`config.mk`:
```
export PLATFORM = sky130hd
export DESIGN_NAME = lowest_free_id_allocator_with_leader_core
export DESIGN_NICKNAME = d
export VERILOG_FILES = /design/src/hw/rtl/lfia_pkg.sv /design/src/hw/rtl/lowest_free_id_allocator_with_leader_core.sv
export SDC_FILE = /design/constraint.sdc
export NUM_CORES = 1
export LEC_CHECK = 0
export BUFFER_PORTS_ARGS = -buffer_cell sky130_fd_sc_hd__clkbuf_2
export CELL_PAD_IN_SITES_DETAIL_PLACEMENT = 0
export CELL_PAD_IN_SITES_GLOBAL_PLACEMENT = 2
export CORE_ASPECT_RATIO = 2
export CORE_MARGIN = 3
export CORE_UTILIZATION = 35
export DETAILED_ROUTE_END_ITERATION = 8
export PLACE_DENSITY_LB_ADDON = 0.08
export SLEW_MARGIN = 20
export SYNTH_ARGS = -nofsm -noshare
export SYNTH_HDL_FRONTEND = slang
export SYNTH_SLANG_ARGS = --single-unit
```
`constraint.sdc`:
```
create_clock -name clk -period 5 [get_ports clk]
set_clock_uncertainty 0.05 [all_clocks]
set_input_delay 0.25 -clock clk [delete_from_list [all_inputs] [get_ports clk]]
set_output_delay 0.25 -clock clk [all_outputs]
set_load 0.05 [all_outputs]
```
`src/hw/rtl/lfia_pkg.sv`:
```
// ----------------------------------------------------------------------------
// lfia_pkg
// Shared constants and helpers for the lowest-free id allocator.
// ----------------------------------------------------------------------------
package lfia_pkg;

	localparam int SLOT_COUNT_DEF = 512;
	localparam int WORD_W         = 32;
	localparam int WBIT_W         = 5;
	localparam int ID_W           = 9;
	localparam int COUNT_W        = 10;
	localparam int IN_DATA_W      = 16;
	localparam int OUT_DATA_W     = 32;

	localparam logic CMD_OBTAIN  = 1'b0;
	localparam logic CMD_RELEASE = 1'b1;

	// {found, index of the lowest set bit}
	function automatic logic [WBIT_W:0] lowest_one(input logic [WORD_W-1:0] vec);
		logic [WBIT_W:0] res;
		res = '0;
		for (int i = WORD_W - 1; i >= 0; i--) begin
			if (vec[i]) begin
				res = {1'b1, WBIT_W'(i)};
			end
		end
		return res;
	endfunction

endpackage

```
`src/hw/rtl/lowest_free_id_allocator_with_leader_core.sv`:
```
// ----------------------------------------------------------------------------
// lowest_free_id_allocator_with_leader_core
// Slot allocator: grants the lowest free slot, frees slots, tracks the leader.
// ----------------------------------------------------------------------------
// The busy map lives in a single-port memory of 32-bit words, one bit per slot,
// with a full flag and a non-empty flag per word kept in flip-flops. Rows never
// written read as all free, so the block is ready right after reset with no
// clearing pass. One item is handled at a time. An obtain walks the per-word
// full flags in chunks of 32 words to find a word with a free bit, reads that
// word and writes it back with its lowest free bit set. A release reads the
// slot's word and clears the bit if set; when it frees the leader, the
// non-empty flags are walked the same way and the lowest busy word is read
// for the new leader. A full pool or an out-of-range release goes straight
// to the output state. The result is loaded only once the output register is
// empty or being taken, and a new item is accepted from the cycle after that
// load, even while the result still waits to be taken.
module lowest_free_id_allocator_with_leader_core #(
	parameter int SLOT_COUNT = lfia_pkg::SLOT_COUNT_DEF
) (
	input  logic                            clk,
	input  logic                            arst_n,
	input  logic                            s_tvalid,
	output logic                            s_tready,
	// [8:0] slot_id, [15:9] zero
	input  logic [lfia_pkg::IN_DATA_W-1:0]  s_tdata,
	// [0] command
	input  logic                            s_tuser,
	output logic                            m_tvalid,
	input  logic                            m_tready,
	// [8:0] granted_id, [9] grant_ok, [10] release_ignored, [19:11] leader_id,
	// [20] leader_valid, [30:21] busy_count, [31] zero
	output logic [lfia_pkg::OUT_DATA_W-1:0] m_tdata
);
	import lfia_pkg::*;

	localparam int NW   = (SLOT_COUNT + WORD_W - 1) / WORD_W;
	localparam int NCH  = (NW + WORD_W - 1) / WORD_W;
	localparam int WAW  = (NW > 1) ? $clog2(NW) : 1;
	localparam int CIW  = (NCH > 1) ? $clog2(NCH) : 1;
	localparam int IDW  = (SLOT_COUNT > 1) ? $clog2(SLOT_COUNT) : 1;
	localparam int CNTW = $clog2(SLOT_COUNT + 1);
	localparam int REM  = SLOT_COUNT % WORD_W;
	localparam logic [WORD_W-1:0] LAST_PAD =
		(REM == 0) ? '0 : ~((WORD_W'(1) << REM) - WORD_W'(1));

	typedef enum logic [7:0] {
		S_IDLE = 8'b0000_0001,
		S_SCAN = 8'b0000_0010,
		S_RD   = 8'b0000_0100,
		S_MOD  = 8'b0000_1000,
		S_LSCN = 8'b0001_0000,
		S_LRD  = 8'b0010_0000,
		S_LMOD = 8'b0100_0000,
		S_OUT  = 8'b1000_0000
	} state_t;

	state_t              state_q;
	logic                cmd_q;
	logic [IDW-1:0]      sid_q;
	logic [CIW-1:0]      ch_q;
	logic [WAW-1:0]      addr_q;
	logic [WORD_W-1:0]   rdata_q;
	logic [NW-1:0]       row_valid_q;
	logic [NW-1:0]       full_q;
	logic [NW-1:0]       nonempty_q;
	logic [CNTW-1:0]     count_q;
	logic [IDW-1:0]      leader_q;
	logic                leader_vld_q;
	logic [IDW-1:0]      granted_q;
	logic                ok_q;
	logic                ign_q;
	logic                m_tvalid_q;
	logic [OUT_DATA_W-1:0] m_tdata_q;

	logic [WORD_W-1:0]   mem [NW];

	logic [NCH*WORD_W-1:0] full_pad;
	logic [NCH*WORD_W-1:0] ne_pad;
	logic [WORD_W-1:0]   full_chunk;
	logic [WORD_W-1:0]   ne_chunk;
	logic [WBIT_W:0]     free_word_hit;
	logic [WBIT_W:0]     busy_word_hit;
	logic [WAW-1:0]      free_word_addr;
	logic [WAW-1:0]      busy_word_addr;
	logic [WORD_W-1:0]   word_eff;
	logic [WORD_W-1:0]   pad_mask;
	logic [WBIT_W:0]     free_bit_hit;
	logic [WBIT_W:0]     busy_bit_hit;
	logic [WBIT_W-1:0]   rel_bit;
	logic [WORD_W-1:0]   rel_onehot;
	logic [WORD_W-1:0]   obt_onehot;
	logic [WORD_W-1:0]   obt_word;
	logic [WORD_W-1:0]   rel_word;
	logic [IDW-1:0]      obt_slot;
	logic [IDW-1:0]      lead_slot;
	logic [CNTW-1:0]     count_dec;
	logic                accept;
	logic                rel_hit;
	logic                out_load;
	logic                in_range;
	logic                mem_we;
	logic [WORD_W-1:0]   mem_wdata;

	// Pad the per-word flags to whole chunks: missing words look full and empty
	for (genvar i = 0; i < NCH * WORD_W; i++) begin : g_pad
		if (i < NW) begin : g_real
			assign full_pad[i] = full_q[i];
			assign ne_pad[i]   = nonempty_q[i];
		end else begin : g_fill
			assign full_pad[i] = 1'b1;
			assign ne_pad[i]   = 1'b0;
		end
	end

	assign s_tready = (state_q == S_IDLE);
	assign accept   = s_tvalid && s_tready;
	assign in_range = (32'(s_tdata[ID_W-1:0]) < 32'(SLOT_COUNT));
	assign out_load = (state_q == S_OUT) && (!m_tvalid_q || m_tready);

	always_comb begin
		full_chunk     = full_pad[ch_q*WORD_W +: WORD_W];
		ne_chunk       = ne_pad[ch_q*WORD_W +: WORD_W];
		free_word_hit  = lowest_one(~full_chunk);
		busy_word_hit  = lowest_one(ne_chunk);
		free_word_addr = WAW'({ch_q, free_word_hit[WBIT_W-1:0]});
		busy_word_addr = WAW'({ch_q, busy_word_hit[WBIT_W-1:0]});

		word_eff   = row_valid_q[addr_q] ? rdata_q : '0;
		pad_mask   = (addr_q == WAW'(NW - 1)) ? LAST_PAD : '0;
		free_bit_hit = lowest_one(~(word_eff | pad_mask));
		busy_bit_hit = lowest_one(word_eff);
		obt_onehot = WORD_W'(1) << free_bit_hit[WBIT_W-1:0];
		obt_word   = word_eff | obt_onehot;
		obt_slot   = IDW'({addr_q, free_bit_hit[WBIT_W-1:0]});
		lead_slot  = IDW'({addr_q, busy_bit_hit[WBIT_W-1:0]});

		rel_bit    = WBIT_W'(sid_q);
		rel_onehot = WORD_W'(1) << rel_bit;
		rel_word   = word_eff & ~rel_onehot;
		rel_hit    = word_eff[rel_bit];
		count_dec  = count_q - CNTW'(1);

		mem_we    = (state_q == S_MOD) && ((cmd_q == CMD_OBTAIN) || rel_hit);
		mem_wdata = (cmd_q == CMD_OBTAIN) ? obt_word : rel_word;
	end

	// Busy map storage: one read or one write a cycle
	always_ff @(posedge clk) begin
		if (mem_we) begin
			mem[addr_q] <= mem_wdata;
		end
		if (state_q == S_RD || state_q == S_LRD) begin
			rdata_q <= mem[addr_q];
		end
	end

	always_ff @(posedge clk) begin
		if (accept) begin
			cmd_q <= s_tuser;
			sid_q <= IDW'(s_tdata[ID_W-1:0]);
		end
		if (out_load) begin
			m_tdata_q <= {1'b0, COUNT_W'(count_q), leader_vld_q, ID_W'(leader_q),
				ign_q, ok_q, ID_W'(granted_q)};
		end
	end

	always_ff @(posedge clk or negedge arst_n) begin
		if (!arst_n) begin
			state_q      <= S_IDLE;
			ch_q         <= '0;
			addr_q       <= '0;
			row_valid_q  <= '0;
			full_q       <= '0;
			nonempty_q   <= '0;
			count_q      <= '0;
			leader_q     <= '0;
			leader_vld_q <= 1'b0;
			granted_q    <= '0;
			ok_q         <= 1'b0;
			ign_q        <= 1'b0;
			m_tvalid_q   <= 1'b0;
		end else begin
			if (out_load) begin
				m_tvalid_q <= 1'b1;
			end else if (m_tready) begin
				m_tvalid_q <= 1'b0;
			end

			case (state_q)
				S_IDLE: begin
					if (accept) begin
						granted_q <= '0;
						ok_q      <= 1'b0;
						ign_q     <= 1'b0;
						ch_q      <= '0;
						if (s_tuser == CMD_OBTAIN) begin
							// pool full: answer at once
							state_q <= (count_q == CNTW'(SLOT_COUNT)) ? S_OUT : S_SCAN;
						end else if (in_range) begin
							addr_q  <= WAW'(IDW'(s_tdata[ID_W-1:0]) >> WBIT_W);
							state_q <= S_RD;
						end else begin
							ign_q   <= 1'b1;
							state_q <= S_OUT;
						end
					end
				end
				S_SCAN: begin
					if (free_word_hit[WBIT_W]) begin
						addr_q  <= free_word_addr;
						state_q <= S_RD;
					end else begin
						ch_q <= ch_q + CIW'(1);
					end
				end
				S_RD: begin
					state_q <= S_MOD;
				end
				S_MOD: begin
					if (cmd_q == CMD_OBTAIN) begin
						row_valid_q[addr_q] <= 1'b1;
						full_q[addr_q]      <= &(obt_word | pad_mask);
						nonempty_q[addr_q]  <= 1'b1;
						count_q             <= count_q + CNTW'(1);
						granted_q           <= obt_slot;
						ok_q                <= 1'b1;
						if (!leader_vld_q || obt_slot < leader_q) begin
							leader_q     <= obt_slot;
							leader_vld_q <= 1'b1;
						end
						state_q <= S_OUT;
					end else if (!rel_hit) begin
						ign_q   <= 1'b1;
						state_q <= S_OUT;
					end else begin
						row_valid_q[addr_q] <= 1'b1;
						full_q[addr_q]      <= 1'b0;
						nonempty_q[addr_q]  <= |rel_word;
						count_q             <= count_dec;
						if (count_dec == '0) begin
							leader_q     <= '0;
							leader_vld_q <= 1'b0;
							state_q      <= S_OUT;
						end else if (sid_q == leader_q) begin
							// leader freed: find the lowest busy word again
							ch_q    <= '0;
							state_q <= S_LSCN;
						end else begin
							state_q <= S_OUT;
						end
					end
				end
				S_LSCN: begin
					if (busy_word_hit[WBIT_W]) begin
						addr_q  <= busy_word_addr;
						state_q <= S_LRD;
					end else begin
						ch_q <= ch_q + CIW'(1);
					end
				end
				S_LRD: begin
					state_q <= S_LMOD;
				end
				S_LMOD: begin
					leader_q <= lead_slot;
					state_q  <= S_OUT;
				end
				S_OUT: begin
					if (out_load) begin
						state_q <= S_IDLE;
					end
				end
				default: begin
					state_q <= S_IDLE;
				end
			endcase
		end
	end

	assign m_tvalid = m_tvalid_q;
	assign m_tdata  = m_tdata_q;

`ifndef ASSERT_OFF
	a_count_bound: assert property (@(posedge clk) disable iff (!arst_n)
		count_q <= CNTW'(SLOT_COUNT))
		else $error("busy count above pool size");

	a_leader_matches_count: assert property (@(posedge clk) disable iff (!arst_n)
		leader_vld_q == (count_q != '0))
		else $error("leader valid disagrees with busy count");

	a_scan_has_free: assert property (@(posedge clk) disable iff (!arst_n)
		(state_q == S_SCAN) |-> !(&full_q))
		else $error("free search started on a full pool");

	a_lscan_has_busy: assert property (@(posedge clk) disable iff (!arst_n)
		(state_q == S_LSCN) |-> (|nonempty_q))
		else $error("leader search with no busy word");

	a_lmod_word_busy: assert property (@(posedge clk) disable iff (!arst_n)
		(state_q == S_LMOD) |-> busy_bit_hit[WBIT_W])
		else $error("leader word read back empty");
`endif

endmodule

```
After elaboration in Yosys (flattened, before gate mapping)
Memory sizes are Yosys's and may differ from the RTL's. A register that Yosys moved wholly into a read port is not among the register bits.
Index checks and enable logic that the tools add are counted.
- add/sub/neg operators: 3
- order comparisons: 4
- equal/unequal tests: 28
- shifts and indexed selects: 4
- multiplexer cells: 191
- bitwise logic cells: 10
- reductions and logical operators: 27
- operators by type and width (kind ; count):
    $mux W6 ; 64
    $mux W5 ; 64
    $mux W16 ; 6
    $not A32 Y32 ; 3
    $mux W8 ; 10
    $mux W32 ; 2
    $pmux W8 S8 ; 1
    $shiftx A32 B7 Y32 ; 2
    $shl A1 B5 Y32 const A ; 2
    $mux W9 ; 6
    $pmux W9 S2 ; 2
    $and A32 B32 Y32 ; 1
    $bwmux W16 ; 2
    $or A16 B16 Y16 ; 2
    $or A32 B32 Y32 ; 1
    $reduce_and A32 Y1 ; 1
    $reduce_or A32 Y1 ; 1
    $mux W1 ; 21
    $mux W10 ; 2
    $ne A2 B2 Y1 const B ; 10
    $and A16 B16 Y16 ; 1
    $mux W4 ; 4
    $not A16 Y16 ; 1
    $reduce_and A4 Y1 ; 4
    other kinds (38) ; 54
- register bits after elaboration: 134
- memory bits (writable): 512
- input bits: 21
- word-level logic and storage cells: 284
- memories kept: 1
- memories (memory ; depth ; width ; rd ports ; clocked after Yosys merged registers in ; write ports ; RTL line ; RTL):
    mem ; 16 ; 32 ; 1 ; 1 ; 1 ; lowest_free_id_allocator_with_leader_core.sv:75 ; logic [WORD_W-1:0] mem [NW];

Longest topological paths before layout
- depth in word-level cells: 41
- depth in mapped cells: 20

Worst setup path before layout
No wires, ideal clock.
- path kind: register to register
- start point: register addr_q[0]
- end point: register nonempty_q[15]
- data arrival time: 4.128 ns
- required time: 4.825 ns
- setup slack: 0.696 ns
- stages on the path, launching flop included: 13
- clock period less this slack: 4.304 ns
- cell sequence: dfrtp_1 -> buf_6 -> or2_1 -> o22ai_1 -> nor2_1 -> a21o_1 -> clkbuf_1 -> a21oi_1 -> o21ai_0 -> or2_2 -> clkbuf_1 -> nor2_1 -> mux2_2
- longest elaborated chain between the ends: 8
- elaborated cells between the ends (all ways): 18
- RTL lines (item ; RTL line ; RTL):
    start: declaration ; lowest_free_id_allocator_with_leader_core.sv:61 ; logic [WAW-1:0] addr_q;
    start signal: assignment ; lowest_free_id_allocator_with_leader_core.sv:201 ; addr_q <= WAW'(IDW'(s_tdata[ID_W-1:0]) >> WBIT_W);
    start signal: assignment ; lowest_free_id_allocator_with_leader_core.sv:211 ; addr_q <= free_word_addr;
    start signal: assignment ; lowest_free_id_allocator_with_leader_core.sv:256 ; addr_q <= busy_word_addr;
    branches (longest 8 deep; another with $mux W32) ; - ;
    end signal: indexed assignment ; lowest_free_id_allocator_with_leader_core.sv:239 ; nonempty_q[addr_q] <= |rel_word;
    end: declaration ; lowest_free_id_allocator_with_leader_core.sv:65 ; logic [NW-1:0] nonempty_q;
Several ways; the timed one is not identified. The select of a mux whose other input is x is not followed.
A chain may end at the register's enable or synchronous reset.

Worst setup path after layout
- start point: register rdata_q[12] (read register of mem)
- end point: register full_q[4]
- longest elaborated chain between the ends: 20
- elaborated cells between the ends (all ways): 24
- RTL lines (item ; RTL line ; RTL):
    start: declaration ; lowest_free_id_allocator_with_leader_core.sv:62 ; logic [WORD_W-1:0] rdata_q;
    $mux W32 (*) ; lowest_free_id_allocator_with_leader_core.sv:128 ; word_eff = row_valid_q[addr_q] ? rdata_q : '0;
    $not A32 Y32 ; lowest_free_id_allocator_with_leader_core.sv:130 ; free_bit_hit = lowest_one(~(word_eff | pad_mask));
    $mux W5 (13 in a row) ; lfia_pkg.sv:23 ; if (vec[i]) begin
    $shl A1 B5 Y32 ; lowest_free_id_allocator_with_leader_core.sv:132 ; obt_onehot = WORD_W'(1) << free_bit_hit[WBIT_W-1:0];
    $or A32 B32 Y32 ; lowest_free_id_allocator_with_leader_core.sv:133 ; obt_word = word_eff | obt_onehot;
    $reduce_and A32 Y1 ; lowest_free_id_allocator_with_leader_core.sv:223 ; full_q[addr_q] <= &(obt_word | pad_mask);
    $bwmux W16 ; lowest_free_id_allocator_with_leader_core.sv:223 ;
    $mux W16 ; lowest_free_id_allocator_with_leader_core.sv:221 ; if (cmd_q == CMD_OBTAIN) begin
    end signal: indexed assignment ; lowest_free_id_allocator_with_leader_core.sv:223 ;
    end: declaration ; lowest_free_id_allocator_with_leader_core.sv:64 ; logic [NW-1:0] full_q;
Mark *: on every way between the ends. The rest lies on a longest branch, timed or not. The select of a mux whose other input is x is not followed.

==> results_dict.tcl <==
set metrics [dict create \
    combinationalPowerShare_pct 29.4 \
    worstSetupStartpoint "rdata_q[12]" \
    design_power_total_mw 17.4 \
    r2r_setup_slack_ns 0.49 \
    placement.setup.worst_slack_ns 0.560 \
    critPathCaptureType "flop" \
    number_of_pins_exceeding_their_max_slew_limit_in_the_final_report 0 \
    grt_max_degree 61 \
    min_period_ns 4.51 \
    vias_in_the_first_global_route 18153 \
    finalSetupTns_ns 0 \
    max-clock-path-buffers 3 \
    p_switching_mw 5.62 \
    final-setup-viol-count 0 \
    worst_path_dominant_cell_family "simple AND/OR/NAND/NOR gates" \
    synthDistinctLibCells 82 \
    floorplan.die.height_um 414 \
    layout_worst_path_cycle_share_pct 90.2 \
    pin_count 55 \
    timing.max_slew.rel_slack_pct 33.3 \
    yosys_warnings 0 \
    worst-path-max-fanout 16 \
    final_layout_size_suffix_gt1_share_pct 26.1 \
    pwr-share-seq_pct 42.6 \
    globalRoute.totalOverflow 0 \
    syn_nets 1809 \
    antenna_left 0 \
    sequential_cell_area_sq_um 19900 \
    synthesis.area_per_instance_sq_um 16.4 \
    tritoncts "done" \
    postRouteWirelength_um 91600 \
    detail_route.vias_per_cell 5.64 \
    num_antenna_cells 0 \
    yosys.area.top_type_share_pct 60.2 \
    die-width_um 210 \
    site_rows 149 \
    dieArea_sq_um 87000 \
    power.static_leakage_nw 11.3 \
    layout.cells.most_common_list "sky130_fd_sc_hd__edfxtp_1, sky130_fd_sc_hd__mux4_2, sky130_fd_sc_hd__buf_4" \
    timing.critical_path.arrival_ns 5.01 \
    gp_routability_congestion 0.957 \
    ctsHtreeMaxLevel 2 \
    layoutNonFillerInstCount 3016 \
    buffer_ports.inserted 46 \
    worstReg2RegEnd "full_q[4]" \
    route.detailed.wl_per_inst_um 30.4 \
    worstPathBufferInverterCount 1 \
    power.density_nw_per_um2 518 \
    cts.clk_slew.worst_paths_ns 0.07 \
    intPower_mw 11.8 \
    dpl_cell_area_sq_um 31400 \
    vdd_ir_drop_max_mv 0.299 \
    drt-pass1-iter-count 5 \
    dp_cells 2891 \
    final-hold-violation-count 0 \
    detail_route.iter0.violations 1242 \
    worst_r2r_startpoint "rdata_q[12]" \
    post-cts-setup-buffer-count 0 \
    final_common_cell "sky130_fd_sc_hd__edfxtp_1" \
    worst-setup-path-type "reg2reg" \
    synth_area_leader_cell "sky130_fd_sc_hd__edfxtp_1" \
    most_frequently_used_flop_master_after_synthesis "sky130_fd_sc_hd__edfxtp_1" \
    filler_cell_count 7570 \
    grt_setup_unrepaired "no" \
    root_buffer "sky130_fd_sc_hd__clkbuf_16" \
    drc 0 \
    cts_num_sinks 678 \
    multi_input_comb_area_sq_um 8790 \
    area_growth_syn_to_layout_pct 15.4 \
    endpoint "full_q[4]" \
    crit_required_ns 5.49 \
    routed-via-count 17007 \
    floorplan.initialDensity_pct 35.3 \
    worst_setup_path_start_kind "flop" \
    worstSetupPathDepth 9 \
    instance_count_of_the_mapped_netlist 1776 \
    core_sq_um 82600 \
    result_of_the_run "finished, final reports clean" \
    power.share.switching_pct 32.2 \
    synth.top_cells.by_area "sky130_fd_sc_hd__edfxtp_1, sky130_fd_sc_hd__mux4_2, sky130_fd_sc_hd__dfrtp_1" \
    finalWorstSetupSlack_ns 0.489 \
    proportion_of_power_drawn_by_the_clock_network_pct 28.0 \
    syn-cell-area_sq_um 29200 \
    asyncSetResetFlopFracSynth_pct 13.7 \
    crit_slowest_cell "sky130_fd_sc_hd__edfxtp_1" \
    grt_first_pass_wirelength_um 132000 \
    cts_buffers 60 \
    synth-seq-area-share_pct 68.2 \
    reg2reg_depth 9 \
    min-delay-path-class "in2async" \
    final_nets 1942 \
    cap_violations 0 \
    final_cell_area_sq_um 33700 \
    cell_chain_of_the_critical_path "inv_1 -> a2111oi_0 -> nor4b_1 -> a221o_1 -> and2_0 -> o22ai_1 -> nor4b_4 -> nand4_4 -> o31ai_1" \
    detailed_place_hpwl_um 62200 \
    grt_use_total_pct 21.2 \
    synth-edff-count 585 \
    worst_slew_pin_slew_ns 1.00 \
    clock_latency_ns 0.65 \
    yosys_register_bits 678 \
    antenna_violations_before_repair 0 \
    timing.fmax_mhz 222 \
    worst_path_largest_cell_delay_ns 0.80 \
]
## what timing repair did
| item | CTS | global route |
|---|---|---|
| resized for setup | 0 | 0 |
| hold buffers | 13 | 0 |
| setup endpoints to repair | 0 | 0 |
| hold endpoints to repair | 70 | 0 |
## logic make-up (layout without fill, tap and decap cells)
logic type / count (synthesis) / in the layout / synth area share [%]
DFF: 678 / 678 / 68.2
AOI/OAI and AO/OA: 330 / 330 / 7.59
buffers and inverters: 146 / 329 / 2.10
xor gates and xnor gates: 21 / 21 / 0.631
adders and majority gates: 12 / 12 / 0.515
muxes: 189 / 189 / 13.7
other: 1 / 1 / 0.0129
and+or+nand+nor: 399 / 399 / 7.19
## worst register-to-register path, stage by stage, from the launching register on
cell	delay (ns)
sky130_fd_sc_hd__edfxtp_1	0.80
sky130_fd_sc_hd__inv_1	0.26
sky130_fd_sc_hd__a2111oi_0	0.40
sky130_fd_sc_hd__nor4b_1	0.60
sky130_fd_sc_hd__a221o_1	0.52
sky130_fd_sc_hd__and2_0	0.44
sky130_fd_sc_hd__o22ai_1	0.20
sky130_fd_sc_hd__nor4b_4	0.34
sky130_fd_sc_hd__nand4_4	0.41
sky130_fd_sc_hd__o31ai_1	0.39
## worst min-delay path by stage
| stage | end | slack [ns] | depth (start not counted) | start |
|---|---|---|---|---|
| after global placement | nonempty_q[5] | 0.30 | 1 | arst_n |
| final | full_q[9] | 0.15 | 2 | arst_n |
| after CTS | row_valid_q[1] | 0.15 | 2 | arst_n |
| after global routing | nonempty_q[15] | 0.20 | 2 | arst_n |
| after floorplan | addr_q[0] | -0.1 | 0 | arst_n |
| after detailed placement | nonempty_q[5] | 0.31 | 1 | arst_n |
## area by class of cell
class | count | area share [%]
Sequential cell | 678 | 59.2
Clock inverter | 40 | 1.44
Timing Repair Buffer | 181 | 4.25
Inverter | 36 | 0.402
Clock buffer | 72 | 4.72
Multi-Input combinational cell | 952 | 26.1
Tap cell | 1057 | 3.93
## state kept, by name (all words and copies together), names as in the netlist, 10 cells and up
| register | cells |
|---|---|
| m_tdata | 31 |
| full_q | 16 |
| nonempty_q | 16 |
| mem | 512 |
| row_valid_q | 16 |
| count_q | 10 |
| rdata_q | 32 |
## synth_stat cells (all sizes together) (10+ instances only)
cell type  number
a21oi          78
a22oi          26
a31oi          12
buf            32
clkbuf         78
dfrtp          92
edfxtp        585
ha             12
inv            36
mux2i          12
mux4          168
nand2          84
nand2b         24
nand3          33
nand4          24
nor2           96
nor2b          16
nor3           22
nor3b          10
nor4           13
o21ai          73
o22ai          16
o31ai          26
or2            23
xor2           16
## layer usage
layer  share of wire [%]  global-route usage (%)
met4                 6.1                    10.8
met5                   0                       0
met1                  35                    22.5
met2                  56                    40.7
met3                 2.8                    2.18
## power groups by stage
stage | clock [mW] | sequential, mW | combinational, mW
2_1_floorplan | 0 | 7.24 | 3.49
3_3_place_gp | 0 | 7.55 | 5.23
3_5_place_dp | 0 | 7.56 | 5.25
4_1_cts | 5.05 | 7.44 | 5.27
5_1_grt | 5.26 | 7.47 | 5.55
6_report | 4.89 | 7.43 | 5.13
## metrics by stage
step,util [%],hold WS (ns)
3_5_place_dp,38.1,0.307
5_1_grt,40.7,0.201
2_1_floorplan,-,-0.0956
6_report,40.7,0.146
3_3_place_gp,38.1,0.304
4_1_cts,40.7,0.151
Note: power is estimated with default switching activity, not from simulation.
